File: config.mk
export PLATFORM = sky130hd
export DESIGN_NAME = smna_ctrl
export DESIGN_NICKNAME = d
export VERILOG_FILES = /design/src/design/smna_pkg.sv /design/src/design/smna_ctrl.sv
export SDC_FILE = /design/constraint.sdc
export NUM_CORES = 1
export LEC_CHECK = 0
export BUFFER_PORTS_ARGS = -buffer_cell sky130_fd_sc_hd__buf_2
export CORE_UTILIZATION = 25
export DETAILED_ROUTE_END_ITERATION = 8
export PLACE_DENSITY_LB_ADDON = 0.12
export SLEW_MARGIN = 20
export SYNTH_ARGS = -nofsm -noshare
export SYNTH_HDL_FRONTEND = slang
export SYNTH_SLANG_ARGS = --single-unit
File: constraint.sdc
create_clock -name clk_i -period 2.1 [get_ports clk_i]
set_input_delay 0.315 -clock clk_i [delete_from_list [all_inputs] [get_ports clk_i]]
set_output_delay 0.315 -clock clk_i [all_outputs]
set_load 0.1 [all_outputs]
File: src/design/smna_pkg.sv
package smna_pkg;

  localparam int unsigned WordW = 32;
  localparam int unsigned AccW  = 72;

  // group order n and fold constant 2^256 - n
  localparam logic [255:0] OrderN =
    256'hFFFFFFFFFFFFFFFFFFFFFFFFFFFFFFFEBAAEDCE6AF48A03BBFD25E8CD0364141;
  localparam logic [255:0] FoldC =
    256'h00000000000000000000000000000001_4551231950B75FC4_402DA1732FC9BEBF;

  typedef enum logic [1:0] {
    OP_ADD = 2'd0,
    OP_SUB = 2'd1,
    OP_NEG = 2'd2,
    OP_MUL = 2'd3
  } op_e;

  typedef enum logic [3:0] {
    CMD_NOP,
    CMD_LOAD,
    CMD_NEGX,
    CMD_NEGY,
    CMD_ADD,
    CMD_ADDC,
    CMD_SUBN,
    CMD_FOLD,
    CMD_MUL,
    CMD_STORE
  } cmd_e;

  typedef enum logic [3:0] {
    S_IDLE,
    S_NEGY,
    S_NEGX,
    S_ADD,
    S_ADDC,
    S_MUL,
    S_STORE,
    S_CHECK,
    S_FOLD,
    S_RED1,
    S_RED2,
    S_OUT
  } state_e;

  typedef struct packed {
    cmd_e       cmd;
    logic [2:0] i;
    logic [2:0] j;
    logic [3:0] k;
  } ctrl_t;

  typedef struct packed {
    logic hi_zero;
  } status_t;

endpackage

File: src/design/smna_ctrl.sv
module smna_ctrl (
  input  logic               clk_i,
  input  logic               rst_ni,
  input  logic               req_valid_i,
  input  logic [1:0]         req_type_i,
  output logic               req_ready_o,
  output logic               res_valid_o,
  input  logic               res_ready_i,
  input  smna_pkg::status_t  status_i,
  output smna_pkg::ctrl_t    ctrl_o
);

  smna_pkg::state_e state_q, state_d;
  logic [3:0] k_q, k_d;
  logic [2:0] i_q, i_d;
  logic [2:0] nyl_q, nyl_d;

  logic [3:0] k_max;
  logic [3:0] k_nxt;
  logic [2:0] i_hi;
  logic [3:0] i_lo_nxt;

  assign k_max    = {1'b0, nyl_q} + 4'd8;
  assign k_nxt    = k_q + 4'd1;
  assign i_hi     = (k_q > 4'd7) ? 3'd7 : k_q[2:0];
  assign i_lo_nxt = (k_nxt > {1'b0, nyl_q}) ? k_nxt - {1'b0, nyl_q} : 4'd0;

  always_ff @(posedge clk_i or negedge rst_ni) begin
    if (!rst_ni) begin
      state_q <= smna_pkg::S_IDLE;
      k_q     <= '0;
      i_q     <= '0;
      nyl_q   <= '0;
    end else begin
      state_q <= state_d;
      k_q     <= k_d;
      i_q     <= i_d;
      nyl_q   <= nyl_d;
    end
  end

  // next state and counters
  always_comb begin
    state_d = state_q;
    k_d     = k_q;
    i_d     = i_q;
    nyl_d   = nyl_q;
    unique case (state_q)
      smna_pkg::S_IDLE: begin
        if (req_valid_i) begin
          k_d   = '0;
          i_d   = '0;
          nyl_d = 3'd7;
          unique case (smna_pkg::op_e'(req_type_i))
            smna_pkg::OP_ADD: state_d = smna_pkg::S_ADD;
            smna_pkg::OP_SUB: state_d = smna_pkg::S_NEGY;
            smna_pkg::OP_NEG: state_d = smna_pkg::S_NEGX;
            default:          state_d = smna_pkg::S_MUL;
          endcase
        end
      end
      smna_pkg::S_NEGY: state_d = smna_pkg::S_ADD;
      smna_pkg::S_NEGX: state_d = smna_pkg::S_OUT;
      smna_pkg::S_ADD:  state_d = smna_pkg::S_ADDC;
      smna_pkg::S_ADDC: state_d = smna_pkg::S_RED2;
      smna_pkg::S_MUL: begin
        if (i_q == i_hi) begin
          state_d = smna_pkg::S_STORE;
        end else begin
          i_d = i_q + 3'd1;
        end
      end
      smna_pkg::S_STORE: begin
        if (k_q == k_max) begin
          state_d = smna_pkg::S_CHECK;
        end else begin
          k_d     = k_nxt;
          i_d     = i_lo_nxt[2:0];
          // the top column only drains the carry
          state_d = (k_nxt == k_max) ? smna_pkg::S_STORE : smna_pkg::S_MUL;
        end
      end
      smna_pkg::S_CHECK: begin
        state_d = status_i.hi_zero ? smna_pkg::S_RED1 : smna_pkg::S_FOLD;
      end
      smna_pkg::S_FOLD: begin
        k_d     = '0;
        i_d     = '0;
        nyl_d   = 3'd4;
        state_d = smna_pkg::S_MUL;
      end
      smna_pkg::S_RED1: state_d = smna_pkg::S_RED2;
      smna_pkg::S_RED2: state_d = smna_pkg::S_OUT;
      smna_pkg::S_OUT: begin
        if (res_ready_i) begin
          state_d = smna_pkg::S_IDLE;
        end
      end
      default: state_d = smna_pkg::S_IDLE;
    endcase
  end

  // outputs
  always_comb begin
    ctrl_o.cmd  = smna_pkg::CMD_NOP;
    ctrl_o.i    = i_q;
    ctrl_o.j    = 3'(k_q - {1'b0, i_q});
    ctrl_o.k    = k_q;
    req_ready_o = 1'b0;
    res_valid_o = 1'b0;
    unique case (state_q)
      smna_pkg::S_IDLE: begin
        req_ready_o = 1'b1;
        if (req_valid_i) begin
          ctrl_o.cmd = smna_pkg::CMD_LOAD;
        end
      end
      smna_pkg::S_NEGY:  ctrl_o.cmd = smna_pkg::CMD_NEGY;
      smna_pkg::S_NEGX:  ctrl_o.cmd = smna_pkg::CMD_NEGX;
      smna_pkg::S_ADD:   ctrl_o.cmd = smna_pkg::CMD_ADD;
      smna_pkg::S_ADDC:  ctrl_o.cmd = smna_pkg::CMD_ADDC;
      smna_pkg::S_MUL:   ctrl_o.cmd = smna_pkg::CMD_MUL;
      smna_pkg::S_STORE: ctrl_o.cmd = smna_pkg::CMD_STORE;
      smna_pkg::S_CHECK: ctrl_o.cmd = smna_pkg::CMD_NOP;
      smna_pkg::S_FOLD:  ctrl_o.cmd = smna_pkg::CMD_FOLD;
      smna_pkg::S_RED1:  ctrl_o.cmd = smna_pkg::CMD_SUBN;
      smna_pkg::S_RED2:  ctrl_o.cmd = smna_pkg::CMD_SUBN;
      smna_pkg::S_OUT:   res_valid_o = 1'b1;
      default:           ctrl_o.cmd = smna_pkg::CMD_NOP;
    endcase
  end

endmodule

# Word level (Yosys, flattened, before mapping)
# Cells that the tools add are included.
# totals
regBits,14
latchBits,0
mem_bits_rw,0
romBits,0
inputBits,7
out_inout_bits,16
mem_count,0
# classes
n_addsub,5
multipliers,0
n_div,0
magnitude_cmp,2
eq_ne,21
shifts,0
muxes,23
bitwise_logic,0
reduce_logical,12
# op_table
cell,count
case mux 4 bit (10 select lines),1
case mux 4 bit (9 select lines),1
two-way mux 4 bit,5
two-way mux 3 bit,6
== test 4 x 3 -> 1 bit (second input constant),4
== test 4 bit (second input constant),4
case mux 3 bit (4 select lines),1
case mux 4 bit (3 select lines),1
inequality test 2 bit (second input constant),5
case mux 3 bit (3 select lines),1
== test 4 x 2 -> 1 bit (second input constant),2
== test 4 bit,2
case mux 3 bit (2 select lines),1
AND reduction 3 bit,2
OR reduction 2 bit,3
subtractor 3 bit,2
adder 3 x 4 -> 4 bit (second input constant),1
adder 4 x 1 -> 4 bit (second input constant),1
== test 4 x 1 -> 1 bit (second input constant),1
> comparator 4 x 3 -> 1 bit,1
> comparator 4 x 3 -> 1 bit (second input constant),1
zero test 4 bit,1
two-way mux 1 bit,4
two-way mux 2 bit,2
10 further kinds,10

# Depth between registers and ports, before layout
# Gate-level depths: netlist of run 1.
# logic_depth
depth_word,5
mapped_depth,8
ltp_nobuf,8

# Least setup slack after synthesis of run 1
# Ideal clock, no wire load.
# synth_path
path_kind,register to output
from,register k_q[0]
to,output port ctrl_o[6] in the netlist's numbering
arrival_time_ns,3.168
required_ns,1.785
setup_slack_ns,-1.383
stages_incl_launch_ff,5
path_buffers,0
cell_sequence,dfrtp_1 inv_1 ha_1 fa_1 xor2_1
# synth_rtl
element,line,source
"start, declared",smna_ctrl.sv:14,"logic [3:0] k_q, k_d;"
"start signal, assigned",smna_ctrl.sv:36,k_q <= k_d;
"end, declared",smna_ctrl.sv:10,output smna_pkg::ctrl_t ctrl_o

==> flow_metrics.tcl, run 1 <==
set metrics [dict create \
    synth_top_area_share_pct 27.6 \
    gr-total-overflow 0 \
    hold_viol 0 \
    wl_mm 3.41 \
    dpl_cell_area_sq_um 1600 \
    place_congestion 0.845 \
    viasPerCell 5.30 \
    fin_area_sq_um 1810 \
    startpoint_type "flop" \
    clock_path_buffers 2 \
    grt_pass1_wl_mm 6.00 \
    synth_area_leaders "dfrtp_1, ha_1, a21oi_1" \
    pre_cts_ws_ns -0.0126 \
    worstPathRequired_ns 1.78 \
    clk_pin_slew_worst_paths_ns 0.06 \
    status "finished, violations left" \
    std_cell_rows 24 \
    slew_headroom_pct 67.6 \
    cts_tree "built" \
    insertion_delay_ns 0.24 \
    period_needed_ns 2.08 \
    worst_pin_slew_ns 0.484 \
    failed_checks "DRC" \
    die_area_sq_um 4990 \
    crit_type "reg -> out" \
    h-tree-depth 1 \
    grt_max_degree 14 \
    period_share_pct 99.1 \
    crit_fanout 3 \
    die_width_um 70.7 \
    setup_viol 0 \
    synth_edf_count 0 \
    antenna_found_initial 0 \
    initialDrtViolationCount 68 \
    die_y_um 70.7 \
    via_count 1208 \
    dp_hpwl_mm 2.59 \
    synth_area_sq_um 1180 \
    synth_top_area_cell "dfrtp_1" \
    grt_pass1_vias 1261 \
    postRouteAntennaNets 0 \
    fmax_mhz 480 \
    area_growth_pct 53.2 \
    yosysMostFrequentCell "dfrtp_1" \
    yosysSeqAreaShare_pct 27.6 \
    syn_inst 142 \
    yosysWarnings 0 \
    synth_seq_cells 13 \
    wl_per_cell_um 15.0 \
    hold_class "in -> reg" \
    clockRootBuffer "clkbuf_8" \
    numClockSinks 13 \
    io_buffers 22 \
    grt_usage_pct 14.7 \
    start_util_pct 26.5 \
    synth_commonest_cells "dfrtp_1, a21oi_1, inv_1" \
    num_antenna_cells 0 \
    crit_path_end_kind "output port" \
    boundaryPins 23 \
    async_flop_share_pct 100 \
    drive_gt1_share_pct 46.0 \
    numCtsBuffers 3 \
    drc 4 \
    first_pass_iters 6 \
    yosysUniqueCellTypes 43 \
    synthFlopType "dfrtp_1" \
    core_sq_um 4440 \
    cap_violations 0 \
    rsz0062_at_grt "yes" \
    avgSynthCellArea_sq_um 8.30 \
    arrival_ns 1.77 \
    synth_nets 157 \
    fin_skew_ns 0.00132 \
    finalWorstSetupSlack_ns 0.0180 \
    finalMaxSlewViolations 0 \
    fin_nets 192 \
]
## worst max-delay path, cell delays in order (launching register included)
cell and delay (ns):
dfrtp_4 0.44, buf_6 0.11, inv_4 0.03, ha_4 0.14, fa_2 0.54, clkinvlp_4 0.10
buf_12 0.17
## metrics by stage
stage / utilization, % / setup TNS [ns] / hold slack [ns] / instances
floorplan: - / -0.508 / 0.0194 / 142
global placement: 36.1 / 0 / 0.226 / 216
detailed placement: 36.1 / -0.0126 / 0.237 / 216
CTS: 38.4 / -0.0396 / 0.303 / 224
global route: 40.6 / -0.0375 / 0.321 / 228
finish: 40.6 / 0 / 0.304 / 228
## flip-flops by register name, indices dropped and copies added (netlist names)
register,count
i_q,3
k_q,4
nyl_q,2
state_q,4
## path summary, 6_finish.rpt
path | from | depth (start not counted) | end | slack [ns]
max | k_q[0] | 6 | ctrl_o[5] | 0.02
min reg2reg | nyl_q[2] | 2 | nyl_q[2] | 0.56
min in group asynchronous | rst_ni | 2 | k_q[2] | 0.52
max in group asynchronous | rst_ni | 2 | k_q[0] | 1.30
min | res_ready_i | 2 | state_q[1] | 0.30
max reg2reg | k_q[0] | 7 | i_q[2] | 0.07
## metal layers
| layer | track usage (%) | wire, um | part of all wire, % | up-vias |
|---|---|---|---|---|
| li1 | - | - | - | 575 |
| met1 | 19.2 | 1550 | 45 | 600 |
| met2 | 25.7 | 1720 | 50 | 27 |
| met3 | 1.42 | 77 | 2.3 | 6 |
| met4 | 4.67 | 63 | 1.8 | 0 |
| met5 | 0 | 0 | 0 | - |
## layout make-up
class | instances | area (sq um)
Multi-Input combinational cell | 107 | 930
Fill cell | 437 | 2640
Clock buffer | 4 | 45.0
Tap cell | 52 | 65.1
Inverter | 13 | 55.1
Sequential cell | 13 | 343
Timing Repair Buffer | 39 | 368
## cells in the final DEF, fill, tap and decap left out, drive strengths merged, types with 2 or more instances in the layout
| master | n |
|---|---|
| dfrtp | 13 |
| fa | 2 |
| and4bb | 2 |
| a31oi | 4 |
| a21oi | 12 |
| nand2 | 10 |
| ha | 6 |
| nor2 | 11 |
| nor3 | 3 |
| xor2 | 5 |
| or3 | 4 |
| inv | 12 |
| clkbuf | 4 |
| mux2 | 4 |
| buf | 38 |
| nand3 | 5 |
| o22ai | 4 |
| o21ai | 13 |
| xnor2 | 4 |
| o32ai | 2 |
## cell families (layout without fill, tap and decap cells)
group                      after synthesis  after routing  share of synthesized area, %
AOI/OAI and AO/OA                       45             45                          24.8
and+or+nand+nor                         40             40                          18.3
buffers and inverters                   22             56                          8.17
DFF                                     13             13                          27.6
xor gates and xnor gates                 9              9                          6.69
adders and majority gates                8              8                          9.77
muxes                                    5              5                          4.67
## timing repair
item / in CTS / in global routing
hold buffers: 1 / 0
buffers inserted: 3 / 4
gates resized for setup: 8 / 11
endpoints found under the setup margin: 4 / 9
endpoints found under the hold margin: 13 / 0
pin swaps: 5 / 9
Power of run 1 is not shown: default switching activity piles up to over one toggle a cycle in this logic, so the estimate is an artifact.
==> inputs of run 2 (changes only) <==
- PLACE_DENSITY: unset -> 0.53
- PLACE_DENSITY_LB_ADDON: 0.12 -> unset
- RECOVER_POWER: unset -> 100
==> run 2 against run 1 <==
Net effect: the flow finishes with violations (DRC, setup timing); first-iteration DRC count decreased by 29%; maximum frequency decreased by 4.0%; non-clock buffer count decreased by 7; largest cell class unchanged.
==> flow_metrics.tcl, run 2 (synthesis results as in run 1) <==
set metrics [dict create \
    status "finished, violations left" \
    crit_cells 8 \
    finalMaxSlewViolations 0 \
    crit_path_end_kind "flop" \
    reg2reg_depth 8 \
    gr-total-overflow 0 \
    die_y_um 70.7 \
    initialDrtViolationCount 48 \
    rr_startpoint "k_q[0]" \
    postRouteAntennaNets 0 \
    clock_path_buffers 2 \
    fmax_mhz 461 \
    dp_hpwl_mm 2.52 \
    place_inst 213 \
    crit_path_top_delay_cell "dfrtp_4" \
    numClockSinks 13 \
    period_share_pct 103 \
    endpoint "i_q[0]" \
    place_congestion 0.824 \
    core_sq_um 4440 \
    start_util_pct 26.5 \
    crit_family "adder cells" \
    rsz0062_at_grt "yes" \
    area_growth_pct 46.6 \
    worstPathRequired_ns 2.23 \
    std_cell_rows 24 \
    cts_tree "built" \
    grt_usage_pct 14.4 \
    clk_pin_slew_worst_paths_ns 0.06 \
    critical_path.cell_chain "ha_4 -> xor2_2 -> ha_1 -> a21oi_2 -> a31oi_1 -> o21ai_2 -> o22ai_1 -> mux2_4" \
    arrival_ns 2.30 \
    instances_no_fill 221 \
    grt_pass1_wl_mm 5.69 \
    startpoint_type "flop" \
    num_antenna_cells 0 \
    cap_violations 0 \
    insertion_delay_ns 0.25 \
    period_needed_ns 2.17 \
    pre_cts_ws_ns -0.0439 \
    crit_type "reg -> reg" \
    drive_gt1_share_pct 43.8 \
    finalWorstSetupSlack_ns -0.0687 \
    slowest_delay_ns 0.53 \
    antenna_found_initial 0 \
    numCtsBuffers 3 \
    io_buffers 22 \
    biggestRegsByFlops "k_q: 4 flops, state_q: 4 flops, i_q: 3 flops" \
    critPathBufInv 0 \
    clockRootBuffer "clkbuf_8" \
    fill_cells 456 \
    r2r-end "i_q[0]" \
    grt_pass1_vias 1159 \
    grt_max_degree 15 \
    hold_viol 0 \
    first_pass_iters 8 \
    hold_class "in -> reg" \
    wl_per_cell_um 15.2 \
    boundaryPins 23 \
    drc 3 \
    viasPerCell 5.27 \
    wl_mm 3.36 \
    dpl_cell_area_sq_um 1580 \
    h-tree-depth 1 \
    worst_pin_slew_ns 0.721 \
    setup.worst_path.start "k_q[0]" \
    setup_viol 3 \
    slew_headroom_pct 51.9 \
    die_width_um 70.7 \
    die_area_sq_um 4990 \
    fin_skew_ns 0.00217 \
    failed_checks "DRC, setup timing" \
    via_count 1165 \
    final_common_cell "buf_2" \
    crit_fanout 6 \
    r2r_setup_slack_ns -0.07 \
    fin_area_sq_um 1730 \
    final_cell_mix "buf_2, a21oi_1, inv_1, nand2_1" \
    fin_nets 185 \
]
-- run 2: metal layers --
| metal | part of all wire [%] | track usage [%] | routed length, um | vias to the layer above |
|---|---|---|---|---|
| li1 | - | - | - | 565 |
| met1 | 47 | 18.9 | 1570 | 551 |
| met2 | 47 | 24.2 | 1590 | 44 |
| met3 | 4.6 | 2.28 | 155 | 5 |
| met4 | 1.5 | 5.33 | 50 | 0 |
| met5 | 0 | 0 | 0 | - |
-- run 2: timing repair --
item                       in CTS  in global routing
pin swaps                       2                  7
setup endpoints to repair       8                  9
hold buffers                    1                  0
hold endpoints to repair       13                  0
buffers inserted                1                  2
gates resized for setup         9                 10
cloned                          0                  0
-- run 2: cell type report --
| class | instances | area, sq um | share of cell area, % |
|---|---|---|---|
| timing repair buffer | 32 | 307 | 17.7 |
| sequential | 13 | 345 | 20.0 |
| multi-input combinational | 107 | 910 | 52.6 |
| tap | 52 | 65.1 | 3.77 |
| clock buffer | 3 | 41.3 | 2.39 |
| clock inverter | 1 | 5.00 | 0.290 |
| inverter | 13 | 55.1 | 3.19 |
-- run 2: stage by stage --
| stage | TNS [ns] | hold slack (ns) | utilization (%) |
|---|---|---|---|
| after floorplan | -0.508 | 0.0194 | - |
| after global placement | 0 | 0.218 | 35.6 |
| after detailed placement | -0.0721 | 0.223 | 35.6 |
| after CTS | 0 | 0.286 | 37.6 |
| after global routing | -0.442 | 0.297 | 38.9 |
| final | -0.133 | 0.289 | 38.9 |
-- run 2: worst min path at each step --
| stage | startpoint | to | slack, ns | depth (start not counted) |
|---|---|---|---|---|
| final | res_ready_i | state_q[1] | 0.29 | 2 |
| after global routing | res_ready_i | state_q[1] | 0.30 | 2 |
| after CTS | res_ready_i | state_q[1] | 0.29 | 2 |
| after detailed placement | rst_ni | k_q[1] | 0.22 | 1 |
| after global placement | rst_ni | k_q[2] | 0.22 | 1 |
| after floorplan | rst_ni | i_q[0] | 0.02 | 0 |
Power of run 2 is left out for the same reason.
==> inputs of run 3 (changes only) <==
--- a/config.mk
+++ b/config.mk
@@ -6,4 +6,5 @@
 export NUM_CORES = 1
 export LEC_CHECK = 0
+export ABC_AREA = 1
 export BUFFER_PORTS_ARGS = -buffer_cell sky130_fd_sc_hd__buf_2
 export CORE_UTILIZATION = 25
==> constraint.sdc (replaced) <==
create_clock -name clk_i -period 2.1 [get_ports clk_i]
set_input_delay 0.315 -clock clk_i [delete_from_list [all_inputs] [get_ports clk_i]]
set_output_delay 0.315 -clock clk_i [all_outputs]
set_load 0.005 [all_outputs]
==> run 3 against run 2 <==
Net effect: the flow now finishes without violations; final area decreased by 14%; synthesized cell count increased by 27%; synthesized area increased by 4.5%; global-route usage decreased by 1.5 points; flip-flop and latch count unchanged; die area increased by 4.3%; first-iteration DRC count decreased by 25%; critical endpoint is now ctrl_o[6]; highest routed layer unchanged.
==> flow_metrics.tcl, run 3 <==
set metrics [dict create \
    status "completed" \
    die_width_um 72.2 \
    yosysSeqAreaShare_pct 26.4 \
    synth_top_area_share_pct 26.4 \
    synth_area_sq_um 1230 \
    hold_class "in -> reg" \
    grt_usage_pct 12.9 \
    period_share_pct 95.1 \
    boundaryPins 23 \
    worst_pin_slew_ns 0.718 \
    setup_tns_ns 0 \
    die_y_um 72.2 \
    finalMaxSlewViolations 0 \
    powerDensity_nw_per_um2 1130 \
    fin_skew_ns 0.00151 \
    startpoint_type "flop" \
    initialDrtViolationCount 36 \
    grt_pass1_vias 1189 \
    finalWorstSetupSlack_ns 0.102 \
    postRouteAntennaNets 0 \
    rr_startpoint "k_q[0]" \
    wl_mm 3.07 \
    place_congestion 0.825 \
    synth_top_area_cell "dfrtp_1" \
    power_frac_seq_pct 23.6 \
    slowest_delay_ns 0.44 \
    yosysUniqueCellTypes 29 \
    std_cell_rows 25 \
    synth_area_leaders "dfrtp_1, nand2_1, inv_1" \
    pre_cts_ws_ns 0.134 \
    drc 0 \
    p_sw_share_pct 49.6 \
    fill_cells 528 \
    clock_path_buffers 2 \
    avgSynthCellArea_sq_um 6.80 \
    crit_path_top_delay_cell "dfrtp_2" \
    instances_no_fill 277 \
    h-tree-depth 1 \
    slew_headroom_pct 52.1 \
    rsz0062_at_grt "no" \
    fin_nets 226 \
    synth_commonest_cells "nand2_1, inv_1, nor2_1" \
    r2r_setup_slack_ns 0.19 \
    drive_gt1_share_pct 23.8 \
    io_buffers 22 \
    crit_path_end_kind "output port" \
    grt_max_degree 14 \
    clockPowerShare_pct 13.8 \
    crit_type "reg -> out" \
    viasPerCell 4.39 \
    critical_path.cell_chain "ha_2 -> fa_2 -> xnor2_2 -> xor2_1 -> buf_2" \
    gr-total-overflow 0 \
    hp-start "res_ready_i" \
    cap_violations 0 \
    yosysWarnings 0 \
    hold_viol 0 \
    regArea_sq_um 327 \
    arrival_ns 1.68 \
    synthFlopType "dfrtp_1" \
    r2r-end "i_q[2]" \
    p_leak_nw 0.833 \
    final_common_cell "nand2_1" \
    fmax_mhz 501 \
    wl_per_cell_um 11.1 \
    biggestRegsByFlops "k_q: 4 flops, state_q: 4 flops, i_q: 3 flops" \
    via_count 1217 \
    area_growth_pct 20.2 \
    core_sq_um 4720 \
    min_path_cells 4 \
    combPwrFrac_pct 62.6 \
    setup_viol 0 \
    synth_edf_count 0 \
    crit_fanout 6 \
    worstPathRequired_ns 1.78 \
    insertion_delay_ns 0.25 \
    multiInputGateArea_sq_um 773 \
    numClockSinks 13 \
    num_antenna_cells 0 \
    syn_inst 181 \
    cts_tree "built" \
    clk_pin_slew_worst_paths_ns 0.06 \
    power.net_switching_mw 0.833 \
    numCtsBuffers 3 \
    first_pass_iters 4 \
    die_area_sq_um 5210 \
    yosysMostFrequentCell "nand2_1" \
    synth_seq_cells 13 \
    place_inst 271 \
    peakVddDrop_mv 0.331 \
    antenna_found_initial 0 \
    grt_pass1_wl_mm 5.20 \
    synth_nets 196 \
    async_flop_share_pct 100 \
    dp_hpwl_mm 2.44 \
    p_int_mw 0.845 \
    reg2reg_depth 12 \
    start_util_pct 26.1 \
    clockRootBuffer "clkbuf_8" \
    period_needed_ns 2.00 \
    final_cell_mix "nand2_1, inv_1, nor2_1" \
    whs_endpoint "state_q[1]" \
]
-- run 3: changes by cell type after synthesis, moves of 5 or more --
cell     previous run  this run
a21oi_1            12         2
inv_1              12        23
inv_2               1         6
nand2_1            10        58
nand2_2             0         5
nand3_1             5        12
nand3_2             0         5
nor2_1             10        20
o21ai_0            11         5
-- run 3: metrics by stage --
stage	utilization (%)	hold WS (ns)	total power, mW	instance area, sq um
6_report	31.3	0.389	1.68	1480
5_1_grt	31.3	0.416	1.85	1480
4_1_cts	31.4	0.383	1.71	1490
3_5_place_dp	30.1	0.225	1.46	1420
3_3_place_gp	30.1	0.226	1.47	1420
2_1_floorplan	-	0.0194	1.21	1230
-- run 3: layout make-up --
class / instances / share of cell area (%)
inverters: 30 / 7.69
well taps: 67 / 5.66
flip-flops and latches: 13 / 22.1
multi-input cells: 136 / 52.2
repair buffers: 27 / 9.30
clock buffers: 4 / 3.04
-- run 3: routing by layer --
layer	vias up	track usage, %	part of all wire (%)
li1	618	-	-
met4	0	8.28	2.6
met3	5	1.81	4.0
met1	562	15.4	46
met2	32	21.7	48
met5	-	0	0
-- run 3: worst max path at each step --
stage	startpoint	end	slack, ns	cells past startpoint
6_report	i_q[0]	ctrl_o[6]	0.10	5
5_1_grt	k_q[0]	ctrl_o[6]	0.01	6
4_1_cts	i_q[0]	ctrl_o[6]	0.02	5
3_5_place_dp	k_q[0]	i_q[2]	0.13	10
3_3_place_gp	k_q[0]	i_q[2]	0.21	10
2_1_floorplan	k_q[1]	i_q[0]	0.24	10
-- run 3: timing repair --
action | 4_1_cts | 5_1_grt
hold endpoints to repair | 13 | 0
pin swaps | 0 | 2
buffers inserted | 1 | 0
resized for setup | 0 | 7
endpoints found under the setup margin | 1 | 4
hold buffers | 1 | 0
-- run 3: cells by family (layout without fill, tap and decap cells) --
kind of cell / Yosys count / in the layout / share of synthesized area (%)
simple gates: 109 / 109 / 41.9
buf+inv: 32 / 61 / 11.3
compound gates: 15 / 15 / 8.23
flops: 13 / 13 / 26.4
fa+ha+maj: 8 / 8 / 9.35
xor+xnor: 4 / 4 / 2.85
-- run 3: power groups by stage --
stage	registers (mW)	logic [mW]	clock network, mW
2_1_floorplan	0.390	0.819	0
3_3_place_gp	0.403	1.06	0
3_5_place_dp	0.403	1.05	0
4_1_cts	0.392	1.08	0.239
5_1_grt	0.404	1.20	0.251
6_report	0.395	1.05	0.232
-- run 3: critical path, delay by kind of cell (launching register included) --
family     cells  cell delay [ns]
fa+ha+maj      2             0.55
buf+inv        1             0.13
xor+xnor       2             0.31
flops          1             0.44
(Power assumes the default switching activity.)
